--- config.mk ---
export PLATFORM = sky130hd
export DESIGN_NAME = json_string_unescape_utf8_top
export DESIGN_NICKNAME = d
export VERILOG_FILES = /design/src/rtl/jsu_pkg.sv /design/src/rtl/json_string_unescape_utf8_top.sv /design/src/rtl/jsu_front.sv /design/src/rtl/jsu_queue.sv /design/src/rtl/jsu_back.sv
export SDC_FILE = /design/constraint.sdc
export NUM_CORES = 1
export LEC_CHECK = 0
export BUFFER_PORTS_ARGS = -buffer_cell sky130_fd_sc_hd__buf_2
export CAP_MARGIN = 25
export CORE_MARGIN = 4
export CORE_UTILIZATION = 30
export DETAILED_ROUTE_END_ITERATION = 10
export GPL_ROUTABILITY_DRIVEN = 0
export PLACE_DENSITY = 0.52
export SYNTH_ARGS = -nofsm -noshare
export SYNTH_HDL_FRONTEND = slang
export SYNTH_SLANG_ARGS = --single-unit
--- constraint.sdc ---
create_clock -name clk -period 14.9 [get_ports clk]
set_clock_uncertainty 0.15 [all_clocks]
set_input_delay 1.49 -clock clk [delete_from_list [all_inputs] [get_ports clk]]
set_output_delay 1.49 -clock clk [all_outputs]
set_load 0.02 [all_outputs]
--- src/rtl/jsu_pkg.sv ---
// shared types, constants and helpers of the json string unescaper
`timescale 1ns / 1ps
`default_nettype none

package jsu_pkg;

	// width of the per-string byte count
	localparam int COUNT_BITS = 16;
	// count arithmetic width, one bit above the widest operand
	localparam int LIM_W = ((COUNT_BITS > 16) ? COUNT_BITS : 16) + 1;

	localparam logic [15:0] CAP_RESET = 16'd256;

	// command queue between front and back
	localparam int Q_DEPTH = 4;
	localparam int Q_PTR_W = $clog2(Q_DEPTH);

	// escape modes
	localparam logic [2:0] MODE_TEXT   = 3'd0;
	localparam logic [2:0] MODE_ESC    = 3'd1;
	localparam logic [2:0] MODE_HEX1   = 3'd2;
	localparam logic [2:0] MODE_LOW_BS = 3'd3;
	localparam logic [2:0] MODE_LOW_U  = 3'd4;
	localparam logic [2:0] MODE_HEX2   = 3'd5;

	// characters
	localparam logic [7:0] CH_BSLASH = 8'h5C;
	localparam logic [7:0] CH_QMARK  = 8'h3F;
	localparam logic [7:0] CH_LOW_U  = 8'h75;
	localparam logic [7:0] CH_LOW_N  = 8'h6E;
	localparam logic [7:0] CH_LOW_T  = 8'h74;
	localparam logic [7:0] CH_LOW_R  = 8'h72;
	localparam logic [7:0] CH_LOW_B  = 8'h62;
	localparam logic [7:0] CH_LOW_F  = 8'h66;
	localparam logic [7:0] CH_LF     = 8'h0A;
	localparam logic [7:0] CH_TAB    = 8'h09;
	localparam logic [7:0] CH_CR     = 8'h0D;
	localparam logic [7:0] CH_BS     = 8'h08;
	localparam logic [7:0] CH_FF     = 8'h0C;

	// utf-8 lead and continuation marks
	localparam logic [7:0] UTF_CONT = 8'h80;
	localparam logic [7:0] UTF_LEAD2 = 8'hC0;
	localparam logic [7:0] UTF_LEAD3 = 8'hE0;
	localparam logic [7:0] UTF_LEAD4 = 8'hF0;

	// surrogate bounds
	localparam logic [15:0] SUR_LO     = 16'hD800;
	localparam logic [15:0] SUR_HI_END = 16'hDBFF;
	localparam logic [15:0] SUR_LOW    = 16'hDC00;
	localparam logic [15:0] SUR_END    = 16'hDFFF;
	localparam logic [20:0] SUPP_BASE  = 21'h10000;

	// config register index
	localparam logic REG_CAPACITY = 1'b0;

	typedef struct packed {
		logic [7:0] in_byte;
		logic       byte_valid;
		logic       string_end;
	} in_item_t;

	typedef struct packed {
		logic [7:0]  out_byte;
		logic        run_last;
		logic        is_end;
		logic [15:0] out_length;
	} out_item_t;

	// all results caused by one input beat
	typedef struct packed {
		logic [2:0]      nbytes;
		logic [3:0][7:0] data;
		logic            has_end;
		logic [15:0]     length;
	} cmd_t;

	// {valid, value}
	function automatic logic [4:0] hex_val(input logic [7:0] b);
		logic [4:0] r;
		r = 5'd0;
		if (b >= 8'h30 && b <= 8'h39) begin
			r = {1'b1, 4'(b - 8'h30)};
		end else if (b >= 8'h61 && b <= 8'h66) begin
			r = {1'b1, 4'(b - 8'h57)};
		end else if (b >= 8'h41 && b <= 8'h46) begin
			r = {1'b1, 4'(b - 8'h37)};
		end
		return r;
	endfunction

	function automatic logic room(input logic [LIM_W-1:0] c, input logic [LIM_W-1:0] lim,
			input logic [2:0] k);
		return (c + LIM_W'(k)) < lim;
	endfunction

endpackage

`default_nettype wire

--- src/rtl/json_string_unescape_utf8_top.sv ---
// JSON string body unescaper producing UTF-8, top level
//
// item channel: one raw body byte per beat (item_valid / item_stall); a beat
// with string_end closes the string and may also carry a byte.
// result channel: one output byte per beat, plus a final end beat with the
// byte count; run_last marks the last beat caused by one input beat.
// apb port: register 0 (address 0) is out_capacity, reset 256.
// path: commands pass the queue register, then the result register.
// throughput: one input beat per cycle while each beat yields at most one
// result and no result stall; the back end delivers one result per cycle
// unless stalled, so a beat yielding n results (up to 5, e.g. a surrogate
// pair followed by the end) holds the result side for n results, absorbed
// by the 4-entry command queue; item_stall rises only when it is full.
// reset clears the escape state, the count and the queue; capacity -> 256.
// a stalled result beat is held unchanged until taken.
`timescale 1ns / 1ps
`default_nettype none

module json_string_unescape_utf8_top (
	input  wire logic              clk,
	input  wire logic              arst_n,
	input  wire logic              psel,
	input  wire logic              penable,
	input  wire logic              pwrite,
	input  wire logic [2:0]        paddr,
	input  wire logic [31:0]       pwdata,
	output logic [31:0]            prdata,
	output logic                   pready,
	input  wire logic              item_valid,
	output logic                   item_stall,
	input  wire jsu_pkg::in_item_t item,
	output logic                   result_valid,
	input  wire logic              result_stall,
	output jsu_pkg::out_item_t     result
);

	logic [15:0]   cap_q;
	jsu_pkg::cmd_t cmd, head;
	logic          push, pop, nonempty, full;

	assign pready = 1'b1;
	assign prdata = (paddr[2] == jsu_pkg::REG_CAPACITY) ? {16'd0, cap_q} : 32'd0;

	always_ff @(posedge clk or negedge arst_n) begin
		if (!arst_n) begin
			cap_q <= jsu_pkg::CAP_RESET;
		end else if (psel && penable && pwrite && paddr[2] == jsu_pkg::REG_CAPACITY) begin
			cap_q <= pwdata[15:0];
		end
	end

	assign item_stall = full;

	jsu_front u_front (
		.clk        (clk),
		.arst_n     (arst_n),
		.item_valid (item_valid),
		.item       (item),
		.capacity   (cap_q),
		.full       (full),
		.cmd        (cmd),
		.push       (push)
	);

	jsu_queue u_queue (
		.clk      (clk),
		.arst_n   (arst_n),
		.push     (push),
		.wdata    (cmd),
		.pop      (pop),
		.head     (head),
		.nonempty (nonempty),
		.full     (full)
	);

	jsu_back u_back (
		.clk          (clk),
		.arst_n       (arst_n),
		.head         (head),
		.nonempty     (nonempty),
		.pop          (pop),
		.result_valid (result_valid),
		.result_stall (result_stall),
		.result       (result)
	);

endmodule

`default_nettype wire

--- src/rtl/jsu_front.sv ---
// front end: decodes escapes per beat and builds a command of result bytes
`timescale 1ns / 1ps
`default_nettype none

module jsu_front (
	input  wire logic              clk,
	input  wire logic              arst_n,
	input  wire logic              item_valid,
	input  wire jsu_pkg::in_item_t item,
	input  wire logic [15:0]       capacity,
	input  wire logic              full,
	output jsu_pkg::cmd_t          cmd,
	output logic                   push
);

	logic [2:0]                     mode_q, mode_n;
	logic [2:0]                     hc_q, hc_n;
	logic [15:0]                    u1_q, u1_n;
	logic [15:0]                    u2_q, u2_n;
	logic [jsu_pkg::COUNT_BITS-1:0] cnt_q;
	logic                           stop_q, stop_n;

	logic                           accept;
	logic [jsu_pkg::LIM_W-1:0]      lim, cap_ext, pow;
	logic [jsu_pkg::LIM_W-1:0]      c;
	logic [2:0]                     n;
	logic [3:0][7:0]                ob;
	logic                           do_text, esc_follow, do_esc;
	logic [7:0]                     tb, b, m;
	logic [4:0]                     hv;
	logic [20:0]                    cp;

	assign accept  = item_valid && !full;
	assign b       = item.in_byte;
	assign hv      = jsu_pkg::hex_val(item.in_byte);
	assign cap_ext = jsu_pkg::LIM_W'(capacity);
	assign pow     = jsu_pkg::LIM_W'(1) << jsu_pkg::COUNT_BITS;
	assign lim     = (cap_ext < pow) ? cap_ext : pow;

	always_comb begin
		mode_n     = mode_q;
		hc_n       = hc_q;
		u1_n       = u1_q;
		u2_n       = u2_q;
		stop_n     = stop_q;
		c          = jsu_pkg::LIM_W'(cnt_q);
		n          = 3'd0;
		ob         = '0;
		do_text    = 1'b0;
		esc_follow = 1'b0;
		do_esc     = 1'b0;
		tb         = b;
		m          = b;
		cp         = '0;

		if (item.byte_valid && !stop_q) begin
			unique case (mode_q)
				jsu_pkg::MODE_ESC: begin
					do_esc = 1'b1;
				end
				jsu_pkg::MODE_HEX1: begin
					if (!hv[4]) begin
						mode_n = jsu_pkg::MODE_TEXT;
					end else begin
						u1_n = {u1_q[11:0], hv[3:0]};
						hc_n = hc_q + 3'd1;
						if (hc_q == 3'd3) begin
							mode_n = jsu_pkg::MODE_TEXT;
							if (u1_n < 16'h0080) begin
								if (jsu_pkg::room(c, lim, 3'd1)) begin
									ob[n[1:0]] = u1_n[7:0]; n = n + 3'd1; c = c + 1'b1;
								end
							end else if (u1_n < 16'h0800) begin
								if (jsu_pkg::room(c, lim, 3'd2)) begin
									ob[n[1:0]] = jsu_pkg::UTF_LEAD2 | {3'd0, u1_n[10:6]};
									n = n + 3'd1; c = c + 1'b1;
									ob[n[1:0]] = jsu_pkg::UTF_CONT | {2'd0, u1_n[5:0]};
									n = n + 3'd1; c = c + 1'b1;
								end
							end else if (u1_n >= jsu_pkg::SUR_LO && u1_n <= jsu_pkg::SUR_END) begin
								// surrogate: look ahead for a low half
								mode_n = jsu_pkg::MODE_LOW_BS;
							end else if (jsu_pkg::room(c, lim, 3'd3)) begin
								ob[n[1:0]] = jsu_pkg::UTF_LEAD3 | {4'd0, u1_n[15:12]};
								n = n + 3'd1; c = c + 1'b1;
								ob[n[1:0]] = jsu_pkg::UTF_CONT | {2'd0, u1_n[11:6]};
								n = n + 3'd1; c = c + 1'b1;
								ob[n[1:0]] = jsu_pkg::UTF_CONT | {2'd0, u1_n[5:0]};
								n = n + 3'd1; c = c + 1'b1;
							end
						end
					end
				end
				jsu_pkg::MODE_LOW_BS: begin
					if (b == jsu_pkg::CH_BSLASH) begin
						mode_n = jsu_pkg::MODE_LOW_U;
					end else begin
						if (jsu_pkg::room(c, lim, 3'd1)) begin
							ob[n[1:0]] = jsu_pkg::CH_QMARK; n = n + 3'd1; c = c + 1'b1;
						end
						mode_n  = jsu_pkg::MODE_TEXT;
						do_text = 1'b1;
					end
				end
				jsu_pkg::MODE_LOW_U: begin
					if (b == jsu_pkg::CH_LOW_U) begin
						mode_n = jsu_pkg::MODE_HEX2;
						hc_n   = 3'd0;
						u2_n   = '0;
					end else begin
						if (jsu_pkg::room(c, lim, 3'd1)) begin
							ob[n[1:0]] = jsu_pkg::CH_QMARK; n = n + 3'd1; c = c + 1'b1;
						end
						// replay the held backslash, then this byte as its escape
						mode_n     = jsu_pkg::MODE_TEXT;
						do_text    = 1'b1;
						tb         = jsu_pkg::CH_BSLASH;
						esc_follow = 1'b1;
					end
				end
				jsu_pkg::MODE_HEX2: begin
					if (!hv[4]) begin
						mode_n = jsu_pkg::MODE_TEXT;
						if (jsu_pkg::room(c, lim, 3'd1)) begin
							ob[n[1:0]] = jsu_pkg::CH_QMARK; n = n + 3'd1; c = c + 1'b1;
						end
					end else begin
						u2_n = {u2_q[11:0], hv[3:0]};
						hc_n = hc_q + 3'd1;
						if (hc_q == 3'd3) begin
							mode_n = jsu_pkg::MODE_TEXT;
							if (u1_q <= jsu_pkg::SUR_HI_END && u2_n >= jsu_pkg::SUR_LOW &&
									u2_n <= jsu_pkg::SUR_END) begin
								cp = jsu_pkg::SUPP_BASE + {1'b0, u1_q[9:0], u2_n[9:0]};
								if (jsu_pkg::room(c, lim, 3'd4)) begin
									ob[n[1:0]] = jsu_pkg::UTF_LEAD4 | {5'd0, cp[20:18]};
									n = n + 3'd1; c = c + 1'b1;
									ob[n[1:0]] = jsu_pkg::UTF_CONT | {2'd0, cp[17:12]};
									n = n + 3'd1; c = c + 1'b1;
									ob[n[1:0]] = jsu_pkg::UTF_CONT | {2'd0, cp[11:6]};
									n = n + 3'd1; c = c + 1'b1;
									ob[n[1:0]] = jsu_pkg::UTF_CONT | {2'd0, cp[5:0]};
									n = n + 3'd1; c = c + 1'b1;
								end
							end else if (jsu_pkg::room(c, lim, 3'd1)) begin
								ob[n[1:0]] = jsu_pkg::CH_QMARK; n = n + 3'd1; c = c + 1'b1;
							end
						end
					end
				end
				default: begin
					mode_n  = jsu_pkg::MODE_TEXT;
					do_text = 1'b1;
				end
			endcase
		end

		// plain text byte
		if (do_text) begin
			if (stop_n || !jsu_pkg::room(c, lim, 3'd1)) begin
				stop_n = 1'b1;
			end else if (tb == jsu_pkg::CH_BSLASH) begin
				mode_n = jsu_pkg::MODE_ESC;
				do_esc = esc_follow;
			end else begin
				ob[n[1:0]] = tb; n = n + 3'd1; c = c + 1'b1;
			end
		end

		// byte after a backslash
		if (do_esc) begin
			mode_n = jsu_pkg::MODE_TEXT;
			unique case (b)
				jsu_pkg::CH_LOW_N: m = jsu_pkg::CH_LF;
				jsu_pkg::CH_LOW_T: m = jsu_pkg::CH_TAB;
				jsu_pkg::CH_LOW_R: m = jsu_pkg::CH_CR;
				jsu_pkg::CH_LOW_B: m = jsu_pkg::CH_BS;
				jsu_pkg::CH_LOW_F: m = jsu_pkg::CH_FF;
				default:           m = b;
			endcase
			if (b == jsu_pkg::CH_LOW_U) begin
				mode_n = jsu_pkg::MODE_HEX1;
				hc_n   = 3'd0;
				u1_n   = '0;
			end else if (jsu_pkg::room(c, lim, 3'd1)) begin
				ob[n[1:0]] = m; n = n + 3'd1; c = c + 1'b1;
			end
		end

		// end of string: a pending low half becomes '?'
		if (item.string_end) begin
			if (mode_n == jsu_pkg::MODE_LOW_BS || mode_n == jsu_pkg::MODE_LOW_U ||
					mode_n == jsu_pkg::MODE_HEX2) begin
				if (jsu_pkg::room(c, lim, 3'd1)) begin
					ob[n[1:0]] = jsu_pkg::CH_QMARK; n = n + 3'd1; c = c + 1'b1;
				end
			end
		end
	end

	always_comb begin
		cmd.nbytes  = n;
		cmd.data    = ob;
		cmd.has_end = item.string_end;
		cmd.length  = item.string_end ? 16'(c) : 16'd0;
	end

	assign push = accept && (n != 3'd0 || item.string_end);

	always_ff @(posedge clk or negedge arst_n) begin
		if (!arst_n) begin
			mode_q <= jsu_pkg::MODE_TEXT;
			hc_q   <= '0;
			u1_q   <= '0;
			u2_q   <= '0;
			cnt_q  <= '0;
			stop_q <= 1'b0;
		end else if (accept) begin
			if (item.string_end) begin
				mode_q <= jsu_pkg::MODE_TEXT;
				hc_q   <= '0;
				u1_q   <= '0;
				u2_q   <= '0;
				cnt_q  <= '0;
				stop_q <= 1'b0;
			end else begin
				mode_q <= mode_n;
				hc_q   <= hc_n;
				u1_q   <= u1_n;
				u2_q   <= u2_n;
				cnt_q  <= c[jsu_pkg::COUNT_BITS-1:0];
				stop_q <= stop_n;
			end
		end
	end

	// the capacity stop is only ever taken from text mode
	a_stop_in_text: assert property (@(posedge clk) disable iff (!arst_n)
		stop_q |-> mode_q == jsu_pkg::MODE_TEXT)
		else $error("stop flag set outside text mode");

	a_end_clears: assert property (@(posedge clk) disable iff (!arst_n)
		(accept && item.string_end) |=> (cnt_q == '0 && !stop_q))
		else $error("string end did not clear the count");

endmodule

`default_nettype wire

--- src/rtl/jsu_queue.sv ---
// small command queue between the decode front and the result back end
`timescale 1ns / 1ps
`default_nettype none

module jsu_queue (
	input  wire logic          clk,
	input  wire logic          arst_n,
	input  wire logic          push,
	input  wire jsu_pkg::cmd_t wdata,
	input  wire logic          pop,
	output jsu_pkg::cmd_t      head,
	output logic               nonempty,
	output logic               full
);

	jsu_pkg::cmd_t                entry_q [jsu_pkg::Q_DEPTH];
	logic [jsu_pkg::Q_PTR_W-1:0]  wr_q, rd_q;
	logic [jsu_pkg::Q_PTR_W:0]    count_q;

	function automatic logic [jsu_pkg::Q_PTR_W-1:0] nxt(input logic [jsu_pkg::Q_PTR_W-1:0] p);
		return (p == jsu_pkg::Q_PTR_W'(jsu_pkg::Q_DEPTH - 1)) ? '0 : p + 1'b1;
	endfunction

	assign head     = entry_q[rd_q];
	assign nonempty = count_q != '0;
	assign full     = count_q == (jsu_pkg::Q_PTR_W + 1)'(jsu_pkg::Q_DEPTH);

	always_ff @(posedge clk) begin
		if (push) begin
			entry_q[wr_q] <= wdata;
		end
	end

	always_ff @(posedge clk or negedge arst_n) begin
		if (!arst_n) begin
			wr_q    <= '0;
			rd_q    <= '0;
			count_q <= '0;
		end else begin
			if (push) begin
				wr_q <= nxt(wr_q);
			end
			if (pop) begin
				rd_q <= nxt(rd_q);
			end
			if (push && !pop) begin
				count_q <= count_q + 1'b1;
			end else if (pop && !push) begin
				count_q <= count_q - 1'b1;
			end
		end
	end

	a_count_up: assert property (@(posedge clk) disable iff (!arst_n)
		(push && !pop) |=> count_q == $past(count_q) + 1'b1)
		else $error("queue count did not follow a push");

endmodule

`default_nettype wire

--- src/rtl/jsu_back.sv ---
// back end: walks each queued command, one result beat per cycle unless stalled
`timescale 1ns / 1ps
`default_nettype none

module jsu_back (
	input  wire logic          clk,
	input  wire logic          arst_n,
	input  wire jsu_pkg::cmd_t head,
	input  wire logic          nonempty,
	output logic               pop,
	output logic               result_valid,
	input  wire logic          result_stall,
	output jsu_pkg::out_item_t result
);

	logic [2:0]         idx_q;
	logic               vld_q;
	jsu_pkg::out_item_t res_q, res_n;
	logic               load, last_of_cmd, is_byte;

	assign is_byte     = idx_q < head.nbytes;
	assign last_of_cmd = is_byte ? ((idx_q + 3'd1 == head.nbytes) && !head.has_end) : 1'b1;
	assign load        = nonempty && (!vld_q || !result_stall);
	assign pop         = load && last_of_cmd;

	always_comb begin
		if (is_byte) begin
			res_n.out_byte   = head.data[idx_q[1:0]];
			res_n.is_end     = 1'b0;
			res_n.out_length = '0;
		end else begin
			res_n.out_byte   = '0;
			res_n.is_end     = 1'b1;
			res_n.out_length = head.length;
		end
		res_n.run_last = last_of_cmd;
	end

	always_ff @(posedge clk or negedge arst_n) begin
		if (!arst_n) begin
			vld_q <= 1'b0;
			idx_q <= '0;
		end else begin
			if (!vld_q || !result_stall) begin
				vld_q <= nonempty;
			end
			if (load) begin
				idx_q <= last_of_cmd ? 3'd0 : idx_q + 3'd1;
			end
		end
	end

	always_ff @(posedge clk) begin
		if (load) begin
			res_q <= res_n;
		end
	end

	assign result_valid = vld_q;
	assign result       = res_q;

	a_end_beat: assert property (@(posedge clk) disable iff (!arst_n)
		(vld_q && res_q.is_end) |-> (res_q.run_last && res_q.out_byte == 8'd0))
		else $error("end beat malformed");

endmodule

`default_nettype wire

==> results.tsv <==
stage	metric	value	unit
global_route	Overall Global Routing Usage	19.61	%
cts	clock root cell	clkbuf_16	
cts	clock transition at the registers of the reported paths	0.06	ns
final_layout	post-route cell area	30350	sq um
setup_path	Worst path most repeated cell	buf_4	
setup_path	Worst R2R Path Depth	74	
setup_path	Worst Path Required	15.00	ns
flow_run	Max Cap Viol	0	
global_route	vias in the first global route	21794	
setup_path	Startpoint Class	register	
setup_path	Critical Path AT	14.51	ns
timing	fin crit period	14.41	ns
detailed_routing	initial drt markers	2116	
timing	Slew Viols, Final	0	
timing	Max Freq	69.37	MHz
cts	CTS tree	built	
power_and_ir_drop	leakage power	12.17	nW
detailed_routing	Vias	22047	
detailed_routing	DRT Wirelength	85950	um
die	Core Box Area	79000	sq um
global_route	initial antenna violation count	2	
global_route	total gr overflow	0	
synthesis	Mapped Cells	2427	
final_layout	Final Core Density	38.42	%
final_layout	fill count	7811	
synthesis	asr flop ratio synth	25.00	%
timing	Tcrit/Tclk final	96.74	%
setup_path	worst path bufs/invs	16	
detailed_routing	final routed DRC violation total	0	
final_layout	most frequent cells in the layout	buf_4, nand2_1, edfxtp_1	
synthesis	synthesized area	23910	sq um
power_and_ir_drop	Peak VDD IR	73.96	uV
final_layout	area delta synth->final	26.95	%
run_status	outcome	completed	
die	FP Rows	103	
timing	Worst slew margin	37.55	%
worst_hold_path	Hold Path Stages	2	
place	DP Worst Slack	-0.4982	ns
place	Placed Instances	3854	
die	Die Y-Extent	290.3	um
synthesis	Seq/Total Area, Yosys	37.56	%
setup_path	CP max FO	19	
cts	H-tree levels	2	
place	Placed Instance Area	28450	sq um
timing	Setup violations, final	0	
cts	cts hold-fix bufs	0	
setup_path	Crit Path Category	register to register	
die	Chip Width	290.3	um
timing	Worst Max-Slew Pin Slew	0.9333	ns
cts	clock buffer depth	3	
synthesis	synthesized flop and latch total	312	
synthesis	synth unique cells	116	
cts	worst-skew pair later-pin latency	0.56	ns
detailed_routing	Routed WL per cell	21.80	um
setup_path	Crit path depth	74	
final_layout	# nets final	3064	
place	DP HPWL	67190	um
setup_path	crit end category	register	
place	IO buf count	77	
detailed_routing	Via-to-Cell Ratio	5.591	
detailed_routing	Routed Antenna Nets	0	
synthesis	Yosys Warn Count	0	
setup_path	critical path's top delay family	compound AO/OA/AOI/OAI gates	
cts	clk sinks	312	
timing	Hold WS	0.3274	ns
timing	setup ws final	0.4853	ns
die	starting density of the core	30.26	%
final_layout	commonest non-fill, non-tap cell in the layout	buf_4	
setup_path	Worst path max stage delay	0.55	ns
timing	final hold vios	0	
cts	Num CTS Buffers	38	
power_and_ir_drop	power per cell area	103.9	nW/um^2
setup_path	Worst path slowest cell	or4_4	
synthesis	Post-synth EDFFs	234	
final_layout	# diodes	0	
global_route	largest net degree at the start of global routing	59	
detailed_routing	Initial DRT Pass Iterations	9	
final_layout	fraction of layout cells with a size suffix above 1	29.80	%
synthesis	Synth Flop Type	edfxtp_1	
die	die area	84270	sq um
synthesis	Avg Inst Size Synth	9.850	sq um
global_route	first-pass GRT wire length	131300	um
worst_hold_path	Hold Crit Class	register to register	
final_layout	Non-Filler Instances	3943	
setup_path	setup slack, reg-to-reg	0.49	ns
die	I/O pins	113	
-- sequential cells by signal (all words and copies together) (netlist names) --
register / flops
u_queue.entry_q: 208
u_front.cnt_q: 16
u_queue.count_q: 3
u_queue.wr_q: 2
u_back.result: 26
u_front.hc_q: 3
u_front.stop_q: 1
u_front.u1_q: 16
u_back.idx_q: 3
cap_q: 16
u_queue.rd_q: 2
u_back.result_valid: 1
u_front.mode_q: 3
u_front.u2_q: 12
-- metrics by stage --
| step | power (mW) | TNS (ns) |
|---|---|---|
| 5_1_grt | 3.343 | -2.725 |
| 3_3_place_gp | 2.242 | -40.88 |
| 2_1_floorplan | 1.879 | 0 |
| 6_report | 3.153 | 0 |
| 3_5_place_dp | 2.277 | -62.04 |
| 4_1_cts | 3.179 | 0 |
-- synthesized netlist by cell type, types with 34 or more instances --
library cell	count	area share, %
nor3_1	54	1.1
nand3_1	78	1.6
nand4_1	41	1.1
a21oi_1	126	2.6
xor2_1	45	1.6
dfrtp_1	77	8.1
edfxtp_1	234	29
clkbuf_1	86	1.4
buf_2	34	0.71
ha_1	146	7.6
inv_1	72	1.1
mux4_2	60	5.7
and2_1	52	1.4
xnor2_1	98	3.6
nor2_1	151	2.4
o21ai_0	150	3.1
nand2_1	247	3.9
-- layout make-up --
cell class / instances / area [sq um] / share of cell area, %
clock buffer: 45 / 998.5 / 3.290
inverter: 75 / 285.3 / 0.9400
clock inverter: 23 / 188.9 / 0.6225
multi-input combinational: 1900 / 14650 / 48.28
timing repair buffer: 538 / 3923 / 12.92
tap: 1050 / 1314 / 4.329
sequential: 312 / 8989 / 29.62
-- power breakdown --
group,internal [mW],switching [mW],total [mW],leakage [nW]
combinational,0.459,0.622,1.08,8.35
sequential,1.12,0.0686,1.19,3.24
clock,0.515,0.370,0.886,0.576
total,2.09,1.06,3.15,12.2
-- metal layers --
layer,track usage (%),vias to the layer above,wire [um]
met5,0,-,0
met3,2.950,184,5451
met4,7.113,0,3242
met1,26.36,10922,37320
li1,-,10107,-
met2,32.13,834,39930
-- cells by family (layout without fill, tap and decap cells) --
logic type	Yosys count	count (layout)	synth area share, %
AOI/OAI and AO/OA	654	654	18.87
xor gates and xnor gates	152	152	5.909
adders and majority gates	147	147	7.725
buffers and inverters	230	681	4.250
DFF	312	312	37.56
muxes	109	109	7.877
other	2	17	0.03141
and+or+nand+nor	821	821	17.78
-- what timing repair did --
action,in CTS,in global routing
buffers inserted,1,19
endpoints found under the setup margin,172,172
resized for setup,15,119
pin swaps,2,51
cloned,0,1
-- path summary, 6_finish.rpt --
path,start,to
max,u_front.cnt_q[3],u_queue.entry_q[2][38]
min,u_front.u2_q[11],u_front.u2_q[11]
max reg2reg,u_front.cnt_q[3],u_queue.entry_q[2][38]
min reg2reg,u_front.u2_q[11],u_front.u2_q[11]
max in group asynchronous,arst_n,u_queue.rd_q[0]
min in group asynchronous,arst_n,cap_q[0]
-- worst min-delay path, delay by kind of cell (launching register included) --
family,cells,cell delay (ns)
AO/OA/AOI/OAI,1,0.06
AND/OR/NAND/NOR,1,0.05
flip-flops,1,0.33
(Power assumes the default switching activity.)
